<file path="src/sv/fqs_pkg.sv">
// Shared types and constants for the search-capable FIFO queue.
package fqs_pkg;

    localparam int OP_W  = 2;
    localparam int VAL_W = 32;
    localparam int POS_W = 5;
    localparam int ST_W  = 2;
    localparam int IN_DATA_W  = 32;
    localparam int OUT_DATA_W = 80;
    localparam int OUT_PAD_W  = OUT_DATA_W - (2 * VAL_W + 1 + POS_W + ST_W + 1);

    localparam logic [OP_W-1:0] OP_PUSH   = 2'd0;
    localparam logic [OP_W-1:0] OP_POP    = 2'd1;
    localparam logic [OP_W-1:0] OP_SEARCH = 2'd2;

    localparam logic [ST_W-1:0] ST_OK    = 2'd0;
    localparam logic [ST_W-1:0] ST_EMPTY = 2'd1;
    localparam logic [ST_W-1:0] ST_FULL  = 2'd2;

    typedef enum logic [4:0] {
        S_IDLE     = 5'b00001,
        S_EXEC     = 5'b00010,
        S_POP_WAIT = 5'b00100,
        S_SEARCH   = 5'b01000,
        S_RESULT   = 5'b10000
    } state_t;

    typedef struct packed {
        logic accept;
        logic exec;
        logic pop_load;
        logic scan;
        logic load_out;
    } cmd_t;

    typedef struct packed {
        logic go_pop_wait;
        logic go_search;
        logic scan_done;
        logic out_free;
    } stat_t;

endpackage

</file>
<file path="src/sv/fifo_queue_with_search.sv">
// Top level of the bounded FIFO queue of signed 32-bit values with search.
//
// Commands arrive on the s_axis channel: s_axis_tuser holds the opcode (push, pop or
// search) and s_axis_tdata the value to append or the key to find. Each accepted
// transfer gives exactly one result transfer on the m_axis channel, which carries the
// popped value, the search outcome, a status code, the front value and the empty flag.
// Push, opcode 3, a pop that finds at most one entry and a search of an empty queue
// pass through the execute and result states after acceptance before m_axis_tvalid
// rises. A pop that leaves entries behind adds a pop-wait state (one extra RAM read to
// fetch the new front entry), and search adds a scan state that walks the ring buffer
// one RAM read per cycle until a hit or the last entry. A new command is accepted in
// the cycle after the result is loaded, so none is taken while one is still in flight.
// The result sits in an output register; while the receiver stalls, the next command
// is still accepted and processed, and its result waits until the register is free.
// Reset empties the queue and drops any pending result; the storage is not cleared.
module fifo_queue_with_search #(
    parameter int DEPTH = 16
) (
    input  logic        clk,
    input  logic        rst_n,
    input  logic        s_axis_tvalid,
    output logic        s_axis_tready,
    input  logic [31:0] s_axis_tdata,   // [31:0] operand_value
    input  logic [1:0]  s_axis_tuser,   // [1:0] opcode
    output logic        m_axis_tvalid,
    input  logic        m_axis_tready,
    // [31:0] popped_value, [32] found, [37:33] position, [39:38] status,
    // [71:40] front_value, [72] is_empty, [79:73] zero
    output logic [79:0] m_axis_tdata
);

    fqs_pkg::cmd_t  cmd;
    fqs_pkg::stat_t stat;

    fqs_ctrl u_ctrl (
        .clk      (clk),
        .rst_n    (rst_n),
        .in_valid (s_axis_tvalid),
        .in_ready (s_axis_tready),
        .stat     (stat),
        .cmd      (cmd)
    );

    fqs_dp #(
        .DEPTH (DEPTH)
    ) u_dp (
        .clk       (clk),
        .rst_n     (rst_n),
        .cmd       (cmd),
        .stat      (stat),
        .in_op     (s_axis_tuser),
        .in_val    (s_axis_tdata),
        .out_valid (m_axis_tvalid),
        .out_ready (m_axis_tready),
        .out_data  (m_axis_tdata)
    );

endmodule

</file>
<file path="src/sv/fqs_ram.sv">
// Generic single-write, single-read RAM with registered read data.
module fqs_ram #(
    parameter int WIDTH = 32,
    parameter int DEPTH = 16
) (
    input  logic                     clk,
    input  logic                     we,
    input  logic [$clog2(DEPTH)-1:0] waddr,
    input  logic [WIDTH-1:0]         wdata,
    input  logic [$clog2(DEPTH)-1:0] raddr,
    output logic [WIDTH-1:0]         rdata
);

    logic [WIDTH-1:0] mem_reg [DEPTH];
    logic [WIDTH-1:0] rdata_reg;

    always_ff @(posedge clk)
    begin
        if (we)
        begin
            mem_reg[waddr] <= wdata;
        end
        rdata_reg <= mem_reg[raddr];
    end

    assign rdata = rdata_reg;

endmodule

</file>
<file path="src/sv/fqs_ctrl.sv">
// Controller state machine sequencing each queue operation.
module fqs_ctrl (
    input  logic           clk,
    input  logic           rst_n,
    input  logic           in_valid,
    output logic           in_ready,
    input  fqs_pkg::stat_t stat,
    output fqs_pkg::cmd_t  cmd
);

    fqs_pkg::state_t state_reg;
    fqs_pkg::state_t state_next;

    always_ff @(posedge clk or negedge rst_n)
    begin
        if (!rst_n)
        begin
            state_reg <= fqs_pkg::S_IDLE;
        end
        else
        begin
            state_reg <= state_next;
        end
    end

    assign in_ready = (state_reg == fqs_pkg::S_IDLE);

    always_comb
    begin
        state_next   = state_reg;
        cmd          = '0;
        unique case (state_reg)
            fqs_pkg::S_IDLE:
            begin
                cmd.accept = in_valid;
                if (in_valid)
                begin
                    state_next = fqs_pkg::S_EXEC;
                end
            end
            fqs_pkg::S_EXEC:
            begin
                cmd.exec = 1'b1;
                if (stat.go_pop_wait)
                begin
                    state_next = fqs_pkg::S_POP_WAIT;
                end
                else if (stat.go_search)
                begin
                    state_next = fqs_pkg::S_SEARCH;
                end
                else
                begin
                    state_next = fqs_pkg::S_RESULT;
                end
            end
            fqs_pkg::S_POP_WAIT:
            begin
                cmd.pop_load = 1'b1;
                state_next   = fqs_pkg::S_RESULT;
            end
            fqs_pkg::S_SEARCH:
            begin
                cmd.scan = 1'b1;
                if (stat.scan_done)
                begin
                    state_next = fqs_pkg::S_RESULT;
                end
            end
            fqs_pkg::S_RESULT:
            begin
                cmd.load_out = stat.out_free;
                if (stat.out_free)
                begin
                    state_next = fqs_pkg::S_IDLE;
                end
            end
            default:
            begin
                state_next = fqs_pkg::S_IDLE;
            end
        endcase
    end

endmodule

</file>
<file path="src/sv/fqs_dp.sv">
// Datapath holding the ring pointers, the front value, the scan logic and the result register.
module fqs_dp #(
    parameter int DEPTH = 16
) (
    input  logic                             clk,
    input  logic                             rst_n,
    input  fqs_pkg::cmd_t                    cmd,
    output fqs_pkg::stat_t                   stat,
    input  logic [fqs_pkg::OP_W-1:0]         in_op,
    input  logic [fqs_pkg::VAL_W-1:0]        in_val,
    output logic                             out_valid,
    input  logic                             out_ready,
    output logic [fqs_pkg::OUT_DATA_W-1:0]   out_data
);

    localparam int AW = $clog2(DEPTH);
    localparam int CW = $clog2(DEPTH + 1);
    localparam int PW = (CW > fqs_pkg::POS_W) ? CW : fqs_pkg::POS_W;

    logic [fqs_pkg::OP_W-1:0]  op_reg;
    logic [fqs_pkg::VAL_W-1:0] val_reg;
    logic [AW-1:0]             head_reg;
    logic [CW-1:0]             count_reg;
    logic [fqs_pkg::VAL_W-1:0] front_reg;
    logic [fqs_pkg::VAL_W-1:0] popped_reg;
    logic [fqs_pkg::ST_W-1:0]  status_reg;
    logic                      found_reg;
    logic [fqs_pkg::POS_W-1:0] pos_reg;
    logic [CW-1:0]             scan_reg;
    logic [AW-1:0]             ptr_reg;
    logic                      out_valid_reg;
    logic [fqs_pkg::OUT_DATA_W-1:0] out_data_reg;

    logic [AW-1:0]             head_inc;
    logic [AW-1:0]             ptr_inc;
    logic [AW:0]               tail_sum;
    logic [AW-1:0]             tail_slot;
    logic                      is_full;
    logic                      is_empty;
    logic                      ram_we;
    logic [AW-1:0]             ram_raddr;
    logic [fqs_pkg::VAL_W-1:0] ram_rdata;
    logic                      hit;
    logic [CW-1:0]             scan_inc;
    logic [PW-1:0]             pos_wide;
    logic [fqs_pkg::VAL_W-1:0] front_out;

    assign head_inc  = (head_reg == AW'(DEPTH - 1)) ? '0 : head_reg + 1'b1;
    assign ptr_inc   = (ptr_reg == AW'(DEPTH - 1)) ? '0 : ptr_reg + 1'b1;
    assign tail_sum  = {1'b0, head_reg} + (AW + 1)'(count_reg);
    assign tail_slot = (tail_sum >= (AW + 1)'(DEPTH)) ?
                       AW'(tail_sum - (AW + 1)'(DEPTH)) : AW'(tail_sum);
    assign is_full   = (count_reg == CW'(DEPTH));
    assign is_empty  = (count_reg == '0);
    assign hit       = (ram_rdata == val_reg);
    assign scan_inc  = scan_reg + 1'b1;
    assign pos_wide  = PW'(scan_reg) + 1'b1;
    assign front_out = is_empty ? '0 : front_reg;

    assign ram_we = cmd.exec && (op_reg == fqs_pkg::OP_PUSH) && !is_full;

    always_comb
    begin
        if (cmd.scan)
        begin
            ram_raddr = ptr_reg;
        end
        else if (op_reg == fqs_pkg::OP_POP)
        begin
            ram_raddr = head_inc;
        end
        else
        begin
            ram_raddr = head_reg;
        end
    end

    fqs_ram #(
        .WIDTH (fqs_pkg::VAL_W),
        .DEPTH (DEPTH)
    ) u_ram (
        .clk   (clk),
        .we    (ram_we),
        .waddr (tail_slot),
        .wdata (val_reg),
        .raddr (ram_raddr),
        .rdata (ram_rdata)
    );

    assign stat.go_pop_wait = (op_reg == fqs_pkg::OP_POP) && (count_reg > CW'(1));
    assign stat.go_search   = (op_reg == fqs_pkg::OP_SEARCH) && !is_empty;
    assign stat.scan_done   = hit || (scan_inc == count_reg);
    assign stat.out_free    = !out_valid_reg || out_ready;

    always_ff @(posedge clk or negedge rst_n)
    begin
        if (!rst_n)
        begin
            head_reg      <= '0;
            count_reg     <= '0;
            out_valid_reg <= 1'b0;
        end
        else
        begin
            if (cmd.exec && (op_reg == fqs_pkg::OP_PUSH) && !is_full)
            begin
                count_reg <= count_reg + 1'b1;
            end
            if (cmd.exec && (op_reg == fqs_pkg::OP_POP) && !is_empty)
            begin
                head_reg  <= head_inc;
                count_reg <= count_reg - 1'b1;
            end
            if (cmd.load_out)
            begin
                out_valid_reg <= 1'b1;
            end
            else if (out_ready)
            begin
                out_valid_reg <= 1'b0;
            end
        end
    end

    always_ff @(posedge clk)
    begin
        if (cmd.accept)
        begin
            op_reg  <= in_op;
            val_reg <= in_val;
        end
        if (cmd.exec)
        begin
            popped_reg <= '0;
            status_reg <= fqs_pkg::ST_OK;
            found_reg  <= 1'b0;
            pos_reg    <= '0;
            scan_reg   <= '0;
            ptr_reg    <= head_inc;
            case (op_reg)
                fqs_pkg::OP_PUSH:
                begin
                    if (is_full)
                    begin
                        status_reg <= fqs_pkg::ST_FULL;
                    end
                    else if (is_empty)
                    begin
                        front_reg <= val_reg;
                    end
                end
                fqs_pkg::OP_POP:
                begin
                    if (is_empty)
                    begin
                        status_reg <= fqs_pkg::ST_EMPTY;
                    end
                    else
                    begin
                        popped_reg <= front_reg;
                    end
                end
                default:
                begin
                end
            endcase
        end
        if (cmd.pop_load)
        begin
            front_reg <= ram_rdata;
        end
        if (cmd.scan)
        begin
            scan_reg <= scan_inc;
            ptr_reg  <= ptr_inc;
            if (hit)
            begin
                found_reg <= 1'b1;
                pos_reg   <= pos_wide[fqs_pkg::POS_W-1:0];
            end
        end
        if (cmd.load_out)
        begin
            out_data_reg <= {{fqs_pkg::OUT_PAD_W{1'b0}}, is_empty, front_out, status_reg,
                             pos_reg, found_reg, popped_reg};
        end
    end

    assign out_valid = out_valid_reg;
    assign out_data  = out_data_reg;

endmodule
</file>
<file path="config.mk">
export PLATFORM = sky130hd
export DESIGN_NAME = fifo_queue_with_search
export DESIGN_NICKNAME = d
export VERILOG_FILES = /design/src/sv/fqs_pkg.sv /design/src/sv/fifo_queue_with_search.sv /design/src/sv/fqs_ram.sv /design/src/sv/fqs_ctrl.sv /design/src/sv/fqs_dp.sv
export SDC_FILE = /design/constraint.sdc
export NUM_CORES = 1
export LEC_CHECK = 0
export CAP_MARGIN = 20
export CORE_AREA = 2 2 280 282
export DETAILED_ROUTE_END_ITERATION = 8
export DIE_AREA = 0 0 282 284
export DONT_BUFFER_PORTS = 1
export PLACE_DENSITY = 0.6
export REMOVE_ABC_BUFFERS = 1
export SKIP_LAST_GASP = 1
export SLEW_MARGIN = 20
export SYNTH_ARGS = -nofsm -noshare
export SYNTH_HDL_FRONTEND = slang
export SYNTH_SLANG_ARGS = --single-unit
</file>
<file path="constraint.sdc">
create_clock -name clk -period 4.5 [get_ports clk]
set_clock_uncertainty 0.1 [all_clocks]
set_input_delay 0.225 -clock clk [delete_from_list [all_inputs] [get_ports clk]]
set_output_delay 0.225 -clock clk [all_outputs]
set_load 0.03 [all_outputs]
</file>
==> impl_metrics.yaml, run 1 <==
clock_tree:
  cts_setup_buffers: 0
  clkLatencyLatePin_ns: 0.63
  cts_made_buffers: 77
  htree_levels: 3
  ctsResizeCount: 0
  cts_buffer_depth: 3
  clock-sinks: 747
  root_buffer: "clkbuf_16"
  cts_tree: "yes"
  path_clk_slew_ns: 0.06
sta:
  hold_viol: 0
  worst_pin_slew_ns: 1.26
  period_share_pct: 81.0
  relSlewSlack_pct: 15.9
  report.final.slew_viol_count: 0
  setup_viol: 0
  finalCriticalPeriod_ns: 3.64
  fmax_ghz: 0.274
  rsz0062_at_grt: "no"
logic_synthesis:
  yosys.area.top_type_share_pct: 68.0
  synthArstFlopShare_pct: 2.01
  synth_area_leader_cell: "edfxtp_1"
  ys_warn_count: 0
  synth-edff-count: 694
  synth.avg_cell_area_um2: 15.1
  synth_cell_types: 56
  syn-cell-area_um2: 30700
  seq_area_frac_synth_pct: 71.7
  ys.flop_type: "edfxtp_1"
  synth_top_cells_by_count: "edfxtp_1 (694), a211oi_1 (321), inv_1 (200)"
  synth_area_leaders: "edfxtp_1 (68%), a211oi_1 (7.9%), mux2_2 (3.6%)"
  yosys.cell_count.top_type: "edfxtp_1"
  postSynthCellCount: 2036
  synth-seq-cells: 747
die:
  ios: 120
  dieHeight_um: 284
  start_util_pct: 39.8
  coreArea_um2: 77000
  dieArea_um2: 80100
  fp-row-count: 102
  dieWidth_um: 282
drt:
  drt-total-wl_um: 81300
  drc: 0
  vias: 18000
  firstDrtPassIters: 8
  postRouteAntennaNets: 0
  wl_per_cell_um: 25.7
  vias_per_cell: 5.68
  initialDrtViolationCount: 1999
grt:
  grt_pass1_vias: 17500
  grt_max_degree: 193
  antenna_found_initial: 5
  grt_pass1_wl_um: 120000
  grt-ovfl-total: 0
  grt_use_total_pct: 20.2
setup_path:
  cp.required_ns: 4.89
  r2r_end: "u_dp.u_ram.rdata[10]"
  criticalPathCategory: "flip-flop to flip-flop"
  cp.arrival_ns: 4.03
  start_kind: "flip-flop"
  path_max_fanout: 192
  r2r_slack_ns: 0.86
  cp-end-kind: "flip-flop"
  reg2reg_from: "u_dp.op_reg[1]"
  critPathLaunch: "u_dp.op_reg[1]"
  reg2reg_depth: 7
pwr:
  power_frac_clock_pct: 31.2
  leakagePower_nw: 11.8
  powerDensity_nw_per_um2: 580
  pwr-share-comb_pct: 23.8
  cellInternalPower_w: 0.0138
  switching_share_pct: 31.8
  switchingPower_w: 0.00643
  power_w: 0.0203
  ir_drop_v: 0.000323
  power_frac_seq_pct: 45.0
placed_design:
  placed_area_um2: 32000
  place_hpwl_um: 47000
  gp_congestion: 0.837
  portBuffers: 0
finish:
  drive_gt1_share_pct: 15.0
  layout.nets: 2109
  final_area_um2: 34900
  largest_register_ffs: 512
  num-fill-cells: 6610
  syn_to_final_growth_pct: 13.9
hold_path:
  hp-class: "input pin to asynchronous set/reset pin"
flow_run:
  cap_violations: 0
outcome:
  status: "finished, final reports clean"
worst max path at each step:
stage	to	slack (ns)	cells after the start
floorplan	u_dp.u_ram.rdata[30]	-4.91	6
global placement	u_dp.u_ram.rdata[3]	0.88	7
detailed placement	u_dp.u_ram.rdata[3]	0.88	7
CTS	u_dp.u_ram.rdata[3]	0.88	7
global route	u_dp.u_ram.rdata[3]	0.66	7
finish	u_dp.u_ram.rdata[10]	0.86	7
cells in the final DEF (no fill, tap or decap), types with 10 or more instances in the layout:
cell type      synthesis  routed
and2_1                37      36
clkbuf_1              95      23
o211ai_1              65      65
dfxtp_1               38      38
a211oi_1             321     320
or4_1                 64      64
nor2_1                33      17
nand3_1               10      10
nand4_1               40      40
xnor2_1               45      45
nor2_4                 1      17
dfrtp_1               14      14
clkinv_2               0      19
buf_4                 16      56
ha_1                  10      10
buf_12                 0      11
mux2_2                99      98
edfxtp_1             694     694
clkbuf_16              0      79
and3_1                32      32
nand2_1               27      26
a211o_1               64      64
dlygate4sd3_1          0      38
inv_1                200     199
critical path: stages (launching register included):
cell	delay, ns
edfxtp_1	0.49
nor2b_4	0.63
mux2i_4	0.39
buf_12	0.64
a211oi_1	0.18
a211oi_1	0.53
or4_1	0.20
nand4_1	0.09
power by group through the flow:
stage	Sequential (W)	Combinational (W)	Clock, W
detailed placement	0.00924	0.00478	0
global placement	0.00923	0.00473	0
CTS	0.00910	0.00484	0.00646
global route	0.00916	0.00519	0.00671
floorplan	0.00907	0.00288	0
finish	0.00912	0.00482	0.00632
routing by layer:
layer  vias to the layer above  global-route usage, %  part of all wire, %
met3                       132                   4.46                  9.4
met2                       842                   29.2                   44
met1                      9068                   30.3                   44
li1                       7957                      -                    -
met4                         2                   6.21                  2.6
met5                         -                      0                0.016
cell families after synthesis:
| logic type | synth area share [%] |
|---|---|
| compound gates | 11.9 |
| fa+ha+maj | 0.473 |
| other cells | 0.0122 |
| simple gates | 5.38 |
| mux | 4.00 |
| buf+inv | 4.98 |
| flops | 71.7 |
| xor+xnor | 1.54 |
through the flow:
stage	setup TNS (ns)	setup WS, ns	hold WS (ns)	instances	utilization (%)
after floorplan	-171.12	-4.91	-0.171	1876	-
after global placement	0	0.883	-0.170	2983	41.6
after detailed placement	0	0.884	-0.170	2983	41.6
after CTS	0	0.877	0.00167	3164	45.4
after global routing	0	0.663	0.0782	3167	45.4
final	0	0.857	0.0302	3167	45.4
area by class of cell:
type | count | area (um2) | share of cell area [%]
flip-flops and latches | 747 | 22000 | 62.9
clock inverters | 37 | 370 | 1.06
well taps | 1040 | 1300 | 3.73
diodes | 3 | 7.51 | 0.0215
repair buffers | 105 | 1020 | 2.92
multi-input cells | 929 | 7380 | 21.1
clock buffers | 106 | 2120 | 6.07
inverters | 200 | 751 | 2.15
repair_timing:
item,CTS,global route
setup endpoints to repair,0,0
endpoints found under the hold margin,53,0
hold buffers,38,0
Note: power is estimated with default switching activity, not from simulation.
==> run 2, diff against run 1 <==
==> constraint.sdc (replaced) <==
create_clock -name clk -period 3.2 [get_ports clk]
set_clock_uncertainty 0.1 [all_clocks]
set_input_delay 0.16 -clock clk [delete_from_list [all_inputs] [get_ports clk]]
set_output_delay 0.16 -clock clk [all_outputs]
set_load 0.03 [all_outputs]
==> run 2 against run 1 <==
Compared with the run above: register-to-register slack worse by 0.61 ns; combinational power up 41%; sequential cell count stayed put; highest routed layer unchanged.
==> impl_metrics.yaml, run 2 (synthesis gave the netlist of run 1 again) <==
outcome:
  status: "finished, final reports clean"
finish:
  stdcell_count: 3209
  num-fill-cells: 6597
  layout_common_cells: "edfxtp_1 (694), a211oi_1 (320), inv_1 (199), mux2_2 (98), clkbuf_16 (80)"
  syn_to_final_growth_pct: 16.5
  layout.nets: 2152
  post-route-util_pct: 46.4
  largest_register_ffs: 512
  drive_gt1_share_pct: 16.9
  final_common_cell: "edfxtp_1"
grt:
  grt_use_total_pct: 19.3
  grt-ovfl-total: 0
  grt_pass1_vias: 17700
  grt_max_degree: 193
  grt_pass1_wl_um: 115000
  antenna_found_initial: 4
pwr:
  switchingPower_w: 0.00877
  power_frac_seq_pct: 43.4
  leakagePower_nw: 12.2
  cellInternalPower_w: 0.0203
  power_w: 0.0290
  pwr-share-comb_pct: 23.5
  power_frac_clock_pct: 33.1
  powerDensity_nw_per_um2: 813
  ir_drop_v: 0.000420
  switching_share_pct: 30.2
clock_tree:
  htree_levels: 3
  cts_buffer_depth: 3
  cts_made_buffers: 79
  path_clk_slew_ns: 0.06
  clkLatencyLatePin_ns: 0.63
  clock-sinks: 747
  root_buffer: "clkbuf_16"
  cts_tree: "yes"
setup_path:
  cp_top_family: "multiplexers"
  cp.arrival_ns: 3.42
  path_cells: "ha_1, a31oi_1, mux2_4, mux2_4, buf_4, a211oi_1, or4_1, nand4_1"
  path_max_fanout: 35
  slowest_delay_ns: 0.54
  path_buf_inv: 1
  slowest_stage: "mux2_4"
  start_kind: "flip-flop"
  criticalPathCategory: "flip-flop to flip-flop"
  cp_common_cell: "mux2_4"
  cp.required_ns: 3.66
  cp-end-kind: "flip-flop"
die:
  dieHeight_um: 284
  coreArea_um2: 77000
  dieWidth_um: 282
  fp-row-count: 102
  start_util_pct: 39.8
  ios: 120
  dieArea_um2: 80100
sta:
  hold_viol: 0
  worst_pin_slew_ns: 1.21
  relSlewSlack_pct: 19.7
  period_share_pct: 92.4
  setup_viol: 0
  finalCriticalPeriod_ns: 2.96
  tns_ns: 0
  fin_ws_ns: 0.243
  report.final.slew_viol_count: 0
  rsz0062_at_grt: "no"
  fmax_ghz: 0.338
drt:
  firstDrtPassIters: 5
  drt-total-wl_um: 77700
  vias: 17800
  postRouteAntennaNets: 0
  vias_per_cell: 5.54
  wl_per_cell_um: 24.2
  drc: 0
  initialDrtViolationCount: 1503
placed_design:
  portBuffers: 0
  placedCellCount: 3023
  gp_congestion: 0.797
  place_hpwl_um: 43200
  place_ws_ns: 0.289
hold_path:
  hp-class: "input pin to flip-flop"
flow_run:
  cap_violations: 0
run 2: cell count changes in the layout (fill, tap and decap cells not counted), sizes merged:
cell and delta:
dlygate4sd3 +1, clkbuf -1, diode -1, clkinv -8
bufinv +6, clkinvlp +3, inv +2, buf +40
run 2: per-stage QoR:
stage | hold WS, ns | instance area [um2]
after floorplan | -0.236 | 29900
after global placement | -0.235 | 32600
after detailed placement | -0.235 | 32600
after CTS | 0.0237 | 35700
after global routing | 0.0289 | 35700
final | 0.0343 | 35700
run 2: layout make-up:
cell class	instances	area (um2)	area share, %
clock buffers	105	2180	6.09
clock inverters	40	567	1.59
repair buffers	146	1570	4.39
diodes	2	5.00	0.0140
well taps	1040	1300	3.64
flip-flops and latches	747	22000	61.5
multi-input cells	929	7380	20.7
inverters	200	751	2.10
run 2: path summary, 6_finish.rpt:
path                       slack, ns                  end  cells past startpoint          startpoint
max                             0.24  u_dp.u_ram.rdata[1]                      8    u_dp.head_reg[1]
min                             0.03     u_dp.val_reg[20]                      2       s_axis_tvalid
max reg2reg                     0.24  u_dp.u_ram.rdata[1]                      8    u_dp.head_reg[1]
min reg2reg                     0.31     u_dp.out_data[6]                      0  u_dp.popped_reg[6]
max in group asynchronous       1.97  u_ctrl.state_reg[3]                      2               rst_n
min in group asynchronous       0.52     u_dp.head_reg[3]                      2               rst_n
run 2: repair_timing:
action | 4_1_cts | 5_1_grt
endpoints found under the hold margin | 53 | 0
buffers inserted | 0 | 0
endpoints found under the setup margin | 0 | 0
hold buffers | 39 | 0
gates resized for setup | 0 | 0
run 2: power by group through the flow:
stage | clock network (W) | logic (W) | registers [W]
after floorplan | 0 | 0.00404 | 0.0128
after global placement | 0 | 0.00667 | 0.0128
after detailed placement | 0 | 0.00676 | 0.0128
after CTS | 0.00983 | 0.00685 | 0.0126
after global routing | 0.0102 | 0.00733 | 0.0127
final | 0.00962 | 0.00681 | 0.0126
run 2: per-layer routing:
layer	global-route usage [%]	vias to the layer above	wire length, um
met1	26.4	8919	33000
met5	0	-	27
met3	4.32	141	6060
met4	6.73	4	2310
li1	-	8041	-
met2	30.2	683	36300
==> run 3, diff against run 2 <==
--- a/config.mk
+++ b/config.mk
@@ -5,10 +5,11 @@
 export SDC_FILE = /design/constraint.sdc
 export NUM_CORES = 1
 export LEC_CHECK = 0
+export ABC_AREA = 1
 export CAP_MARGIN = 20
-export CORE_AREA = 2 2 280 282
+export CORE_AREA = 2 2 281 283
 export DETAILED_ROUTE_END_ITERATION = 8
-export DIE_AREA = 0 0 282 284
+export DIE_AREA = 0 0 283 285
 export DONT_BUFFER_PORTS = 1
 export PLACE_DENSITY = 0.6
 export REMOVE_ABC_BUFFERS = 1
==> run 3 against run 2 <==
Compared with the run above: combinational power up 18%; routed wire length down 1.2%; global-route usage down 0.32 points; hold slack improved by 0.015 ns; cell count is 20% higher; synthesized cell count increased by 31%; worst setup slack gained 0.16 ns.
==> impl_metrics.yaml, run 3 <==
sta:
  setup_viol: 0
  relSlewSlack_pct: 47.9
  worst_pin_slew_ns: 0.779
  fin_ws_ns: 0.399
  fmax_ghz: 0.357
  report.final.slew_viol_count: 0
  period_share_pct: 87.5
  finalCriticalPeriod_ns: 2.80
  tns_ns: 0
  rsz0062_at_grt: "no"
  hold_viol: 0
drt:
  wl_per_cell_um: 20.0
  postRouteAntennaNets: 0
  vias: 19700
  vias_per_cell: 5.12
  initialDrtViolationCount: 1877
  drt-total-wl_um: 76800
  firstDrtPassIters: 5
  drc: 0
clock_tree:
  ctsResizeCount: 0
  root_buffer: "clkbuf_16"
  clkLatencyLatePin_ns: 0.63
  cts_made_buffers: 81
  htree_levels: 3
  ctsHoldBuffers: 38
  cts_buffer_depth: 3
  clock-sinks: 747
  cts_tree: "yes"
  cts_setup_buffers: 0
  path_clk_slew_ns: 0.06
placed_design:
  gp_congestion: 0.824
  portBuffers: 0
  place_hpwl_um: 44300
  place_ws_ns: 0.455
  placedCellCount: 3660
die:
  fp-row-count: 103
  dieWidth_um: 283
  dieHeight_um: 285
  dieArea_um2: 80700
  ios: 120
  coreArea_um2: 78000
  start_util_pct: 39.5
finish:
  diodes: 0
  stdcell_count: 3847
  layout_common_cells: "nand2_1 (881), edfxtp_1 (694), nand3_1 (483), inv_1 (147), clkbuf_16 (83)"
  largest_register_ffs: 512
  post-route-util_pct: 45.5
  syn_to_final_growth_pct: 15.3
  drive_gt1_share_pct: 9.30
  final_common_cell: "nand2_1"
  layout.nets: 2780
logic_synthesis:
  yosys.area.top_type_share_pct: 67.7
  synth_cell_types: 39
  syn-cell-area_um2: 30800
  seq_area_frac_synth_pct: 71.4
  synth.avg_cell_area_um2: 11.6
  synth_mux_area_share_pct: 0
  ys_warn_count: 0
  yosys.cell_count.top_type: "nand2_1"
  synthXorXnorAreaFrac_pct: 0.996
  synth-edff-count: 694
  synth_area_leaders: "edfxtp_1 (68%), nand2_1 (11%), nand3_1 (7.9%)"
  synthArstFlopShare_pct: 2.01
  ys.flop_type: "edfxtp_1"
  yosys.area_share.simple_pct: 21.6
  postSynthCellCount: 2665
  synth_fa_ha_area_share_pct: 0.471
  synth_compound_area_share_pct: 0.667
  synth-seq-cells: 747
  synth_top_family_by_area: "simple AND/OR/NAND/NOR gates"
  synth_area_leader_cell: "edfxtp_1"
  synth_top_cells_by_count: "nand2_1 (883), edfxtp_1 (694), nand3_1 (483)"
pwr:
  leakagePower_nw: 13.7
  ir_drop_v: 0.000451
  powerDensity_nw_per_um2: 846
grt:
  grt_use_total_pct: 19.0
  antenna_found_initial: 3
  grt_max_degree: 129
  grt-ovfl-total: 0
  grt_pass1_vias: 19200
  grt_pass1_wl_um: 117000
hold_path:
  hp-class: "input pin to flip-flop"
outcome:
  status: "finished, final reports clean"
setup_path:
  slowest_delay_ns: 0.48
  start_kind: "flip-flop"
  cp-end-kind: "flip-flop"
  path_max_fanout: 20
  slowest_stage: "dfrtp_1"
  path_buf_inv: 1
  cp.required_ns: 3.39
  path_cells: "ha_1, fa_1, xnor2_1, nand2_1, nor2_4, buf_4"
  cp.arrival_ns: 2.99
  criticalPathCategory: "flip-flop to flip-flop"
  cp_top_family: "adder cells"
flow_run:
  cap_violations: 0
==> run 3: worst paths after layout <==
kind / from / to / slack (ns) / depth (start not counted)
setup / recovery: u_dp.count_reg[0] / u_dp.u_ram.mem_reg[8][6] / 0.40 / 6
hold / removal: s_axis_tdata[22] / u_dp.val_reg[22] / 0.05 / 1
setup reg to reg: u_dp.count_reg[0] / u_dp.u_ram.mem_reg[8][6] / 0.40 / 6
hold reg to reg: u_dp.popped_reg[14] / u_dp.out_data[14] / 0.31 / 0
max in group asynchronous: rst_n / u_dp.head_reg[3] / 1.97 / 2
min in group asynchronous: rst_n / u_dp.count_reg[2] / 0.53 / 2
==> run 3: cell families after synthesis <==
group / count (synthesis)
xor gates and xnor gates: 35
DFF: 747
adders and majority gates: 11
and+or+nand+nor: 1526
other: 1
buffers and inverters: 307
AOI/OAI and AO/OA: 38
==> run 3: where the power goes <==
group / internal, W / leakage, nW / switching [W]
sequential: 0.0118 / 6.79 / 0.000651
combinational: 0.00240 / 5.55 / 0.00564
clock: 0.00567 / 1.35 / 0.00384
==> run 3: layer usage <==
layer / track usage [%] / wire length [um]
met5: 0 / 16
met4: 5.77 / 1840
met3: 3.09 / 4920
met2: 30.3 / 35700
met1: 26.7 / 34200
==> run 3: area by class of cell <==
type,count,area [um2]
timing repair buffer,130,1360
multi-input combinational,1617,7540
sequential,747,22000
tap,1050,1310
clock buffer,96,2170
clock inverter,53,559
fill,6977,42500
inverter,154,583
==> run 3: through the flow <==
stage	hold WS (ns)	total power, W	instance area [um2]
final	0.0496	0.0300	35500
after detailed placement	-0.233	0.0207	32400
after global placement	-0.234	0.0206	32400
after global routing	0.0257	0.0317	35500
after CTS	0.00205	0.0303	35500
after floorplan	-0.236	0.0176	29900
